<file path="src/dasc_pkg.sv">
`default_nettype none
package dasc_pkg;

  // Request kinds on the input stream
  localparam logic CMD_START  = 1'b0;
  localparam logic CMD_ANSWER = 1'b1;

  // Forward frame first bytes
  localparam logic [7:0] OP_RESET       = 8'h20;
  localparam logic [7:0] OP_TERMINATE   = 8'hA1;
  localparam logic [7:0] OP_INITIALISE  = 8'hA5;
  localparam logic [7:0] OP_RANDOMISE   = 8'hA7;
  localparam logic [7:0] OP_COMPARE     = 8'hA9;
  localparam logic [7:0] OP_WITHDRAW    = 8'hAB;
  localparam logic [7:0] OP_SEARCH_H    = 8'hB1;
  localparam logic [7:0] OP_SEARCH_M    = 8'hB3;
  localparam logic [7:0] OP_SEARCH_L    = 8'hB5;
  localparam logic [7:0] OP_PROG_SHORT  = 8'hB7;
  localparam logic [7:0] OP_QUERY_SHORT = 8'hBB;

  // Pause classes after a frame
  localparam logic [1:0] GAP_SETTLE  = 2'd0;
  localparam logic [1:0] GAP_COMPARE = 2'd1;
  localparam logic [1:0] GAP_PROGRAM = 2'd2;

  // Frame tag wraps after this value
  localparam logic [7:0] TAG_MAX = 8'd254;

  // Short address reported when a query gets no answer
  localparam logic [6:0] SHORT_NONE = 7'h7F;

  // Configuration register indexes
  localparam logic [1:0] REG_READONLY  = 2'd0;
  localparam logic [1:0] REG_SKIP_RAND = 2'd1;
  localparam logic [1:0] REG_LIMIT     = 2'd2;

  localparam logic [6:0] LIMIT_RESET = 7'd64;

  typedef struct packed {
    logic       readonly_mode;
    logic       skip_randomise;
    logic [6:0] short_limit;
  } cfg_t;

  // Classified request handed from the front to the sequencer
  typedef struct packed {
    logic       kind;
    logic       seen;
    logic [6:0] rd_short;
  } cmd_t;

  typedef struct packed {
    logic [7:0]  frame_address;
    logic [7:0]  frame_data;
    logic [7:0]  frame_tag;
    logic [1:0]  gap_class;
    logic        expects_answer;
    logic [23:0] found_address;
    logic [6:0]  assigned_short;
    logic        found_valid;
    logic        done_res;
    logic        last;
  } frame_t;

endpackage
`default_nettype wire

</file>
<file path="src/dali_address_search_commissioner.sv">
`default_nettype none
// DALI random-address commissioning sequencer. A start request (tuser 0) makes the
// block send reset, initialise and (unless skipped or read-only) randomise frames,
// then search the lowest random address by compare queries: the top address, the
// one below it, then bisection, one answer transaction (tuser 1) per frame flagged
// expects_answer. Each device found is programmed with the next short address (or
// asked for it in read-only mode) and withdrawn; the run ends with a terminate
// frame. Input requests pass through a two-entry queue to the frame sequencer,
// which sends one frame per clock while the output is not stalled, plus one decision
// step per request and one more for a bisection step or a new short address. The
// queue takes the next request while frames are still going out.
module dali_address_search_commissioner
  import dasc_pkg::*;
#(
  parameter int ADDRESS_BITS = 24,
  parameter int SHORT_SLOTS  = 64
) (
  input  wire logic        clk,
  input  wire logic        rst,
  // Configuration
  input  wire logic        psel,
  input  wire logic        penable,
  input  wire logic        pwrite,
  input  wire logic [3:0]  paddr,
  input  wire logic [31:0] pwdata,
  output logic      [31:0] prdata,
  output logic             pready,
  // Requests
  input  wire logic        s_tvalid,
  output logic             s_tready,
  input  wire logic [15:0] s_tdata,  // answer_seen[0], answer_data[8:1]
  input  wire logic [0:0]  s_tuser,  // req_type[0]
  // Frames
  output logic             m_tvalid,
  input  wire logic        m_tready,
  output logic      [63:0] m_tdata,  // frame_address[7:0], frame_data[15:8],
                                     // frame_tag[23:16], gap_class[25:24],
                                     // expects_answer[26], found_address[50:27],
                                     // assigned_short[57:51], found_valid[58],
                                     // done_res[59]
  output logic             m_tlast
);

  cfg_t   cfg;
  cmd_t   cmd;
  logic   cmd_valid;
  logic   cmd_ready;
  frame_t frame;

  dasc_regs u_regs (
    .clk     (clk),
    .rst     (rst),
    .psel    (psel),
    .penable (penable),
    .pwrite  (pwrite),
    .paddr   (paddr),
    .pwdata  (pwdata),
    .prdata  (prdata),
    .pready  (pready),
    .cfg     (cfg)
  );

  dasc_front u_front (
    .clk       (clk),
    .rst       (rst),
    .in_valid  (s_tvalid),
    .in_ready  (s_tready),
    .in_kind   (s_tuser[0]),
    .in_seen   (s_tdata[0]),
    .in_data   (s_tdata[8:1]),
    .cmd_valid (cmd_valid),
    .cmd_ready (cmd_ready),
    .cmd       (cmd)
  );

  dasc_back #(
    .ADDRESS_BITS (ADDRESS_BITS),
    .SHORT_SLOTS  (SHORT_SLOTS)
  ) u_back (
    .clk       (clk),
    .rst       (rst),
    .cfg       (cfg),
    .cmd_valid (cmd_valid),
    .cmd_ready (cmd_ready),
    .cmd       (cmd),
    .out_valid (m_tvalid),
    .out_ready (m_tready),
    .out_frame (frame)
  );

  // Pack the frame onto the stream
  assign m_tdata = {4'd0, frame.done_res, frame.found_valid, frame.assigned_short,
                    frame.found_address, frame.expects_answer, frame.gap_class,
                    frame.frame_tag, frame.frame_data, frame.frame_address};
  assign m_tlast = frame.last;

endmodule
`default_nettype wire

</file>
<file path="src/dasc_regs.sv">
`default_nettype none
module dasc_regs
  import dasc_pkg::*;
(
  input  wire logic        clk,
  input  wire logic        rst,
  input  wire logic        psel,
  input  wire logic        penable,
  input  wire logic        pwrite,
  input  wire logic [3:0]  paddr,
  input  wire logic [31:0] pwdata,
  output logic      [31:0] prdata,
  output logic             pready,
  output cfg_t             cfg
);

  logic       wr_en;
  logic [1:0] reg_idx;

  assign pready  = 1'b1;
  assign wr_en   = psel && penable && pwrite;
  assign reg_idx = paddr[3:2];

  // Write registers on the access cycle
  always_ff @(posedge clk) begin
    if (rst) begin
      cfg.readonly_mode  <= 1'b0;
      cfg.skip_randomise <= 1'b0;
      cfg.short_limit    <= LIMIT_RESET;
    end else if (wr_en) begin
      case (reg_idx)
        REG_READONLY:  cfg.readonly_mode  <= pwdata[0];
        REG_SKIP_RAND: cfg.skip_randomise <= pwdata[0];
        REG_LIMIT:     cfg.short_limit    <= pwdata[6:0];
        default: ;
      endcase
    end
  end

  // Read back
  always_comb begin
    case (reg_idx)
      REG_READONLY:  prdata = {31'd0, cfg.readonly_mode};
      REG_SKIP_RAND: prdata = {31'd0, cfg.skip_randomise};
      REG_LIMIT:     prdata = {25'd0, cfg.short_limit};
      default:       prdata = 32'd0;
    endcase
  end

endmodule
`default_nettype wire

</file>
<file path="src/dasc_front.sv">
`default_nettype none
module dasc_front
  import dasc_pkg::*;
(
  input  wire logic       clk,
  input  wire logic       rst,
  input  wire logic       in_valid,
  output logic            in_ready,
  input  wire logic       in_kind,
  input  wire logic       in_seen,
  input  wire logic [7:0] in_data,
  output logic            cmd_valid,
  input  wire logic       cmd_ready,
  output cmd_t            cmd
);

  cmd_t       slot [2];
  logic       wptr;
  logic       rptr;
  logic [1:0] count;
  logic       push;
  logic       pop;
  cmd_t       cmd_in;

  // Classify the request and pre-decode the short address reply
  always_comb begin
    cmd_in.kind     = in_kind ? CMD_ANSWER : CMD_START;
    cmd_in.seen     = in_seen;
    cmd_in.rd_short = in_seen ? in_data[7:1] : SHORT_NONE;
  end

  assign in_ready  = (count != 2'd2);
  assign cmd_valid = (count != 2'd0);
  assign push      = in_valid && in_ready;
  assign pop       = cmd_valid && cmd_ready;
  assign cmd       = slot[rptr];

  // Two-entry queue toward the sequencer
  always_ff @(posedge clk) begin
    if (push) begin
      slot[wptr] <= cmd_in;
    end
  end

  always_ff @(posedge clk) begin
    if (rst) begin
      wptr  <= 1'b0;
      rptr  <= 1'b0;
      count <= 2'd0;
    end else begin
      if (push) wptr <= ~wptr;
      if (pop)  rptr <= ~rptr;
      case ({push, pop})
        2'b10:   count <= count + 2'd1;
        2'b01:   count <= count - 2'd1;
        default: count <= count;
      endcase
    end
  end

endmodule
`default_nettype wire

</file>
<file path="src/dasc_back.sv">
`default_nettype none
module dasc_back
  import dasc_pkg::*;
#(
  parameter int ADDRESS_BITS = 24,
  parameter int SHORT_SLOTS  = 64
) (
  input  wire logic clk,
  input  wire logic rst,
  input  cfg_t      cfg,
  input  wire logic cmd_valid,
  output logic      cmd_ready,
  input  cmd_t      cmd,
  output logic      out_valid,
  input  wire logic out_ready,
  output frame_t    out_frame
);

  localparam int AW = ADDRESS_BITS;
  localparam logic [AW-1:0] ADDR_TOP  = {AW{1'b1}};
  localparam logic [AW:0]   ADDR_SPAN = {1'b1, {AW{1'b0}}};
  localparam logic [6:0]    SLOTS     = 7'(SHORT_SLOTS);

  // Sequencer states
  localparam logic [3:0] S_IDLE  = 4'd0;
  localparam logic [3:0] S_INIT  = 4'd1;
  localparam logic [3:0] S_SLOT  = 4'd2;
  localparam logic [3:0] S_MID   = 4'd3;
  localparam logic [3:0] S_QUERY = 4'd4;
  localparam logic [3:0] S_PROG  = 4'd5;
  localparam logic [3:0] S_WDRAW = 4'd6;
  localparam logic [3:0] S_QSHRT = 4'd7;
  localparam logic [3:0] S_TERM  = 4'd8;

  // Search phases
  localparam logic [2:0] PH_IDLE       = 3'd0;
  localparam logic [2:0] PH_PROBE_TOP  = 3'd1;
  localparam logic [2:0] PH_PROBE_NEXT = 3'd2;
  localparam logic [2:0] PH_BISECT     = 3'd3;
  localparam logic [2:0] PH_CHECK      = 3'd4;
  localparam logic [2:0] PH_READ_SHORT = 3'd5;

  logic [3:0]    seq;
  logic [2:0]    phase;
  logic [AW:0]   low_limit;
  logic [AW:0]   high_limit;
  logic [AW-1:0] search_addr;
  logic [AW-1:0] q_addr;
  logic          q_loc;
  logic [1:0]    q_idx;
  logic [2:0]    init_idx;
  logic          init_six;
  logic [6:0]    short_counter;
  logic [6:0]    ab_short;
  logic [7:0]    frame_counter;
  logic [7:0]    frame_counter_next;

  logic          out_free;
  logic          fr_emit;
  frame_t        fr;
  logic [23:0]   q_addr24;
  logic [AW+1:0] mid_sum;
  logic [AW-1:0] mid;
  logic [6:0]    eff_limit;

  assign out_free  = !out_valid || out_ready;
  assign cmd_ready = (seq == S_IDLE);
  assign q_addr24  = 24'(q_addr);
  assign mid_sum   = {1'b0, low_limit} + {1'b0, high_limit};
  assign mid       = mid_sum[AW:1];
  assign eff_limit = (cfg.short_limit < SLOTS) ? cfg.short_limit : SLOTS;
  assign frame_counter_next = (frame_counter == TAG_MAX) ? 8'd0 : frame_counter + 8'd1;

  // Build the frame for the current step
  always_comb begin
    fr                = '0;
    fr_emit           = 1'b0;
    fr.frame_tag      = frame_counter;
    fr.gap_class      = GAP_SETTLE;
    case (seq)
      S_INIT: begin
        fr_emit = 1'b1;
        case (init_idx[2:1])
          2'd0:    fr.frame_address = OP_RESET;
          2'd1:    fr.frame_address = OP_INITIALISE;
          default: fr.frame_address = OP_RANDOMISE;
        endcase
      end
      S_QUERY: begin
        fr_emit      = 1'b1;
        fr.gap_class = GAP_COMPARE;
        case (q_idx)
          2'd0: begin
            fr.frame_address = OP_SEARCH_H;
            fr.frame_data    = q_addr24[23:16];
          end
          2'd1: begin
            fr.frame_address = OP_SEARCH_M;
            fr.frame_data    = q_addr24[15:8];
          end
          2'd2: begin
            fr.frame_address = OP_SEARCH_L;
            fr.frame_data    = q_addr24[7:0];
          end
          default: begin
            fr.frame_address  = OP_COMPARE;
            fr.expects_answer = !q_loc;
            fr.last           = !q_loc;
          end
        endcase
      end
      S_PROG: begin
        fr_emit          = 1'b1;
        fr.gap_class     = GAP_PROGRAM;
        fr.frame_address = OP_PROG_SHORT;
        fr.frame_data    = {short_counter, 1'b1};
      end
      S_WDRAW: begin
        fr_emit           = 1'b1;
        fr.gap_class      = GAP_COMPARE;
        fr.frame_address  = OP_WITHDRAW;
        fr.found_valid    = 1'b1;
        fr.found_address  = 24'(search_addr);
        fr.assigned_short = ab_short;
      end
      S_QSHRT: begin
        fr_emit           = 1'b1;
        fr.gap_class      = GAP_PROGRAM;
        fr.frame_address  = OP_QUERY_SHORT;
        fr.expects_answer = 1'b1;
        fr.last           = 1'b1;
      end
      S_TERM: begin
        fr_emit          = 1'b1;
        fr.frame_address = OP_TERMINATE;
        fr.done_res      = 1'b1;
        fr.last          = 1'b1;
      end
      default: ;
    endcase
  end

  // Output register: load a frame when the slot is free
  always_ff @(posedge clk) begin
    if (fr_emit && out_free) begin
      out_frame <= fr;
    end
  end

  // Sequencer and search state
  always_ff @(posedge clk) begin
    if (rst) begin
      seq           <= S_IDLE;
      phase         <= PH_IDLE;
      low_limit     <= '0;
      high_limit    <= ADDR_SPAN;
      search_addr   <= ADDR_TOP;
      short_counter <= 7'd0;
      frame_counter <= 8'd0;
      out_valid     <= 1'b0;
    end else begin
      out_valid <= (fr_emit && out_free) || (out_valid && !out_ready);
      if (fr_emit && out_free) begin
        frame_counter <= frame_counter_next;
      end
      case (seq)
        S_IDLE: begin
          if (cmd_valid) begin
            q_idx <= 2'd0;
            if (cmd.kind == CMD_START) begin
              short_counter <= 7'd0;
              init_idx      <= 3'd0;
              init_six      <= !cfg.skip_randomise && !cfg.readonly_mode;
              seq           <= S_INIT;
            end else begin
              case (phase)
                PH_PROBE_TOP: begin
                  if (!cmd.seen) begin
                    seq <= S_TERM;
                  end else begin
                    q_addr <= ADDR_TOP - 1'b1;
                    q_loc  <= 1'b0;
                    phase  <= PH_PROBE_NEXT;
                    seq    <= S_QUERY;
                  end
                end
                PH_PROBE_NEXT: begin
                  if (!cmd.seen) begin
                    search_addr <= ADDR_TOP;
                    q_addr      <= ADDR_TOP;
                    q_loc       <= 1'b1;
                    seq         <= S_QUERY;
                  end else begin
                    low_limit  <= '0;
                    high_limit <= ADDR_SPAN;
                    seq        <= S_MID;
                  end
                end
                PH_BISECT: begin
                  if (cmd.seen) begin
                    if (search_addr == '0) begin
                      q_addr <= search_addr;
                      q_loc  <= 1'b1;
                    end else begin
                      q_addr <= search_addr - 1'b1;
                      q_loc  <= 1'b0;
                      phase  <= PH_CHECK;
                    end
                    seq <= S_QUERY;
                  end else begin
                    low_limit <= {1'b0, search_addr};
                    seq       <= S_MID;
                  end
                end
                PH_CHECK: begin
                  if (!cmd.seen) begin
                    q_addr <= search_addr;
                    q_loc  <= 1'b1;
                    seq    <= S_QUERY;
                  end else begin
                    high_limit <= {1'b0, search_addr};
                    seq        <= S_MID;
                  end
                end
                PH_READ_SHORT: begin
                  ab_short <= cmd.rd_short;
                  seq      <= S_WDRAW;
                end
                default: ;
              endcase
            end
          end
        end
        S_INIT: begin
          if (out_free) begin
            if (init_idx == (init_six ? 3'd5 : 3'd3)) seq <= S_SLOT;
            else init_idx <= init_idx + 3'd1;
          end
        end
        S_SLOT: begin
          if (short_counter >= eff_limit) begin
            seq <= S_TERM;
          end else begin
            low_limit   <= '0;
            high_limit  <= ADDR_SPAN;
            search_addr <= ADDR_TOP;
            q_addr      <= ADDR_TOP;
            q_loc       <= 1'b0;
            q_idx       <= 2'd0;
            phase       <= PH_PROBE_TOP;
            seq         <= S_QUERY;
          end
        end
        S_MID: begin
          search_addr <= mid;
          q_addr      <= mid;
          q_loc       <= 1'b0;
          q_idx       <= 2'd0;
          phase       <= PH_BISECT;
          seq         <= S_QUERY;
        end
        S_QUERY: begin
          if (out_free) begin
            if (q_idx == 2'd3) begin
              if (!q_loc) seq <= S_IDLE;
              else if (cfg.readonly_mode) seq <= S_QSHRT;
              else seq <= S_PROG;
            end else begin
              q_idx <= q_idx + 2'd1;
            end
          end
        end
        S_PROG: begin
          if (out_free) begin
            ab_short <= short_counter;
            seq      <= S_WDRAW;
          end
        end
        S_WDRAW: begin
          if (out_free) begin
            short_counter <= short_counter + 7'd1;
            seq           <= S_SLOT;
          end
        end
        S_QSHRT: begin
          if (out_free) begin
            phase <= PH_READ_SHORT;
            seq   <= S_IDLE;
          end
        end
        S_TERM: begin
          if (out_free) begin
            phase <= PH_IDLE;
            seq   <= S_IDLE;
          end
        end
        default: seq <= S_IDLE;
      endcase
    end
  end

endmodule
`default_nettype wire

</file>
<file path="config.mk">
export PLATFORM = sky130hd
export DESIGN_NAME = dali_address_search_commissioner
export DESIGN_NICKNAME = d
export VERILOG_FILES = /design/src/dasc_pkg.sv /design/src/dali_address_search_commissioner.sv /design/src/dasc_regs.sv /design/src/dasc_front.sv /design/src/dasc_back.sv
export SDC_FILE = /design/constraint.sdc
export NUM_CORES = 1
export LEC_CHECK = 0
export BUFFER_PORTS_ARGS = -buffer_cell sky130_fd_sc_hd__buf_2
export CAP_MARGIN = 10
export CORE_ASPECT_RATIO = 1.2
export CORE_MARGIN = 2
export CORE_UTILIZATION = 40
export CTS_CLUSTER_SIZE = 16
export DETAILED_ROUTE_END_ITERATION = 16
export GPL_TIMING_DRIVEN = 0
export PLACE_DENSITY = 0.64
export SLEW_MARGIN = 20
export SYNTH_ARGS = -nofsm -noshare
export SYNTH_HDL_FRONTEND = slang
export SYNTH_SLANG_ARGS = --single-unit
</file>
<file path="constraint.sdc">
create_clock -name clk -period 6.2 [get_ports clk]
set_clock_uncertainty 0.1 [all_clocks]
set_input_delay 0 -clock clk [delete_from_list [all_inputs] [get_ports clk]]
set_output_delay 0 -clock clk [all_outputs]
set_load 0.005 [all_outputs]
</file>
==> results.sh <==
export IMPL_seq_area_um2=5655
export IMPL_yosys_warnings=0
export IMPL_power_frac_seq=0.423
export IMPL_synth_cell_types=71
export IMPL_max_freq_ghz=0.2591
export IMPL_clk_insertion_delay_late_ps=510
export IMPL_critPathMaxFanout=10
export IMPL_die_x_um=159.5
export IMPL_grt_pass1_wl_mm=50.14
export IMPL_viasPerCell=5.462
export IMPL_end_kind="flop"
export IMPL_cts_tree="yes"
export IMPL_syn_avg_cell_area_um2=9.572
export IMPL_synth_seq_area_share=0.4875
export IMPL_fin_crit_sh=0.6225
export IMPL_min_period_ps=3860
export IMPL_synth_edf_count=115
export IMPL_drt_iter0_drc=782
export IMPL_drive_gt1_frac=0.1382
export IMPL_syn_to_final_growth_pct=18.15
export IMPL_portBuffers=92
export IMPL_synth_async_reset_ratio=0
export IMPL_post_dp_hpwl_mm=23.62
export IMPL_netlist_top_cells_area="edfxtp_1, dfxtp_1, ha_1"
export IMPL_grt_max_degree=32
export IMPL_drv_slew=0
export IMPL_postSynthCellCount=1212
export IMPL_grt_pass1_vias=9448
export IMPL_die_h_um=190.6
export IMPL_max_stage_delay_ps=480
export IMPL_setup_viol=0
export IMPL_post_synth_top_area_fraction=0.2977
export IMPL_synth_flop_cell="edfxtp_1"
export IMPL_p_sw_mw=1.617
export IMPL_cts_resized=0
export IMPL_drtAntennaViolNets=0
export IMPL_gp_congestion=0.9581
export IMPL_wl_per_cell_um=18.00
export IMPL_placementRows=68
export IMPL_sw_frac_of_total=0.3363
export IMPL_start_util=0.4046
export IMPL_required_ps=6540
export IMPL_post_route_drc_count=0
export IMPL_grt_setup_unrepaired="false"
export IMPL_maxCapViolCount=0
export IMPL_path_common_cell="clkbuf_1"
export IMPL_first_pass_iters=5
export IMPL_p_leak_nw=5.148
export IMPL_cp_slowest_cell="a31oi_1"
export IMPL_cts_sinks=225
export IMPL_ys_seq_elements=225
export IMPL_crit_path_start_kind="flop"
export IMPL_nets=1489
export IMPL_cts_buffers=23
export IMPL_p_clk_frac=0.279
export IMPL_multiInputGateArea_um2=5438
export IMPL_cts_max_path_buffers=3
export IMPL_core_area_um2=28670
export IMPL_grtUsageTotal=0.2056
export IMPL_design_area_um2=13710
export IMPL_yosys_area_top_type="edfxtp_1"
export IMPL_io_pins=160
export IMPL_p_int_mw=3.191
export IMPL_utilization=0.4781
export IMPL_synth_area_um2=11600
export IMPL_hold_viol=0
export IMPL_ir_worst_vdd_uv=245.9
export IMPL_cp_arrival_ps=4200
export IMPL_cts_root_buffer="clkbuf_16"
export IMPL_globalRouteOverflowTotal=0
export IMPL_antenna_cells=0
export IMPL_htree_levels=1
export IMPL_criticalPathCategory="flop to flop"
export IMPL_via_count=9771
export IMPL_relSlewSlack=0.2041
export IMPL_place_area_um2=12740
export IMPL_die_area_um2=30390
export IMPL_nFillCells=2720
export IMPL_status="complete, no violations"
export IMPL_pwr_share_comb=0.298
export IMPL_antenna_found_initial=0
export IMPL_wirelength_mm=32.20
export IMPL_worst_pin_slew_ps=1185
export IMPL_path_cells="inv_1 -> ha_1 -> nand2b_1 -> a211oi_1 -> o21ai_0 -> a31oi_1 -> o22ai_1 -> nor2_1 -> clkbuf_1 -> clkbuf_1 -> nand3_1 -> a21oi_1"
export IMPL_clk_pin_slew_worst_paths_ps=60
export IMPL_cellPowerDensity_nw_per_um2=350.7
export IMPL_hold_path_class="primary input to flop"
==> cell families after synthesis <==
kind of cell	synth area share
simple gates	0.1879
compound gates	0.1753
flops	0.4875
buf+inv	0.05522
fa+ha+maj	0.04594
xor+xnor	0.02944
mux	0.01812
other cells	0.0006474
==> flip-flops by register name (all words and copies together) (netlist names), 8 cells and up, named ones only <==
name                  count
u_back.out_frame         59
u_regs.cfg                9
u_back.frame_counter      8
u_back.search_addr       24
u_front.slot             18
u_back.high_limit        25
u_back.low_limit         24
u_back.q_addr            24
==> cell usage after synthesis (24+ instances only) <==
master	count
and2_1	40
nor3_1	27
nand3_1	37
edfxtp_1	115
buf_4	36
o21ai_0	79
clkbuf_1	67
a21oi_1	87
nand2b_1	42
ha_1	41
nand2_1	90
a22o_1	24
dfxtp_1	110
nor2_1	117
==> cell type report <==
type	instances	area share
Sequential cell	225	0.4126
Multi-Input combinational cell	883	0.3967
Timing Repair Buffer	121	0.05568
Clock buffer	32	0.04902
Buffer	111	0.04071
Tap cell	385	0.03514
Inverter	22	0.006025
Clock inverter	10	0.004108
==> worst paths after layout <==
check                          start                      to  slack [ps]  cells past startpoint
max reg2reg  u_back.short_counter[0]    u_back.low_limit[11]        2340                     12
min reg2reg     u_back.low_limit[21]    u_back.low_limit[21]         370                      2
max          u_back.short_counter[0]    u_back.low_limit[11]        2340                     12
min                              rst  u_back.search_addr[20]          80                      4
==> routing by layer <==
| layer | up-vias | share of wire | track usage |
|---|---|---|---|
| li1 | 4696 | - | - |
| met1 | 4594 | 0.39 | 0.2406 |
| met2 | 388 | 0.50 | 0.3698 |
| met3 | 93 | 0.062 | 0.02675 |
| met4 | 0 | 0.048 | 0.1042 |
| met5 | - | 0 | 0 |
==> cell usage in the layout, fill, tap and decap left out, types with 6 or more instances in the layout <==
cell / n
nor2_1: 116
edfxtp_1: 115
dfxtp_1: 110
buf_2: 97
nand2_1: 90
a21oi_1: 87
o21ai_0: 79
clkbuf_1: 72
nand2b_1: 42
ha_1: 41
and2_1: 40
buf_4: 39
nand3_1: 37
conb_1: 31
nor3_1: 26
clkbuf_16: 25
a22o_1: 24
dlygate4sd3_1: 24
inv_1: 21
mux2i_1: 21
xor2_1: 21
xnor2_1: 18
a211oi_1: 17
o22ai_1: 15
a21o_1: 15
or3_1: 15
nor2b_1: 13
nand4_1: 13
o211ai_1: 11
and3_1: 10
a222oi_1: 8
a31oi_1: 8
clkinv_2: 7
nor4_1: 6
==> timing repair <==
action	in CTS	in global routing
hold buffers	24	0
hold endpoints to repair	30	0
setup buffers	0	0
==> critical path, delay by kind of cell, from the launching register on <==
kind	cells	cell delay [ps]
AOI/OAI and AO/OA	5	1310
and+or+nand+nor	3	670
adders and majority gates	1	270
buffers and inverters	3	1000
DFF	1	420
==> per-stage QoR <==
step	setup TNS, ps	instances	setup WS [ps]	total power, mW	hold slack [ps]
after floorplan	0	1241	1130	2.929	-16.66
final	0	1789	2340	4.808	83.71
after detailed placement	0	1723	2352	3.481	120.5
after global placement	-3807	1718	-590.1	3.436	121.4
after CTS	0	1789	2318	4.827	52.38
after global routing	0	1789	2056	5.035	129.7
==> power groups by stage <==
stage,logic (mW),registers [mW],clock network [mW]
after floorplan,0.841,2.09,0
after global placement,1.34,2.10,0
after detailed placement,1.41,2.07,0
after CTS,1.43,2.04,1.36
after global routing,1.56,2.06,1.41
final,1.43,2.03,1.34
No activity file was read; power rests on OpenSTA's default activity.
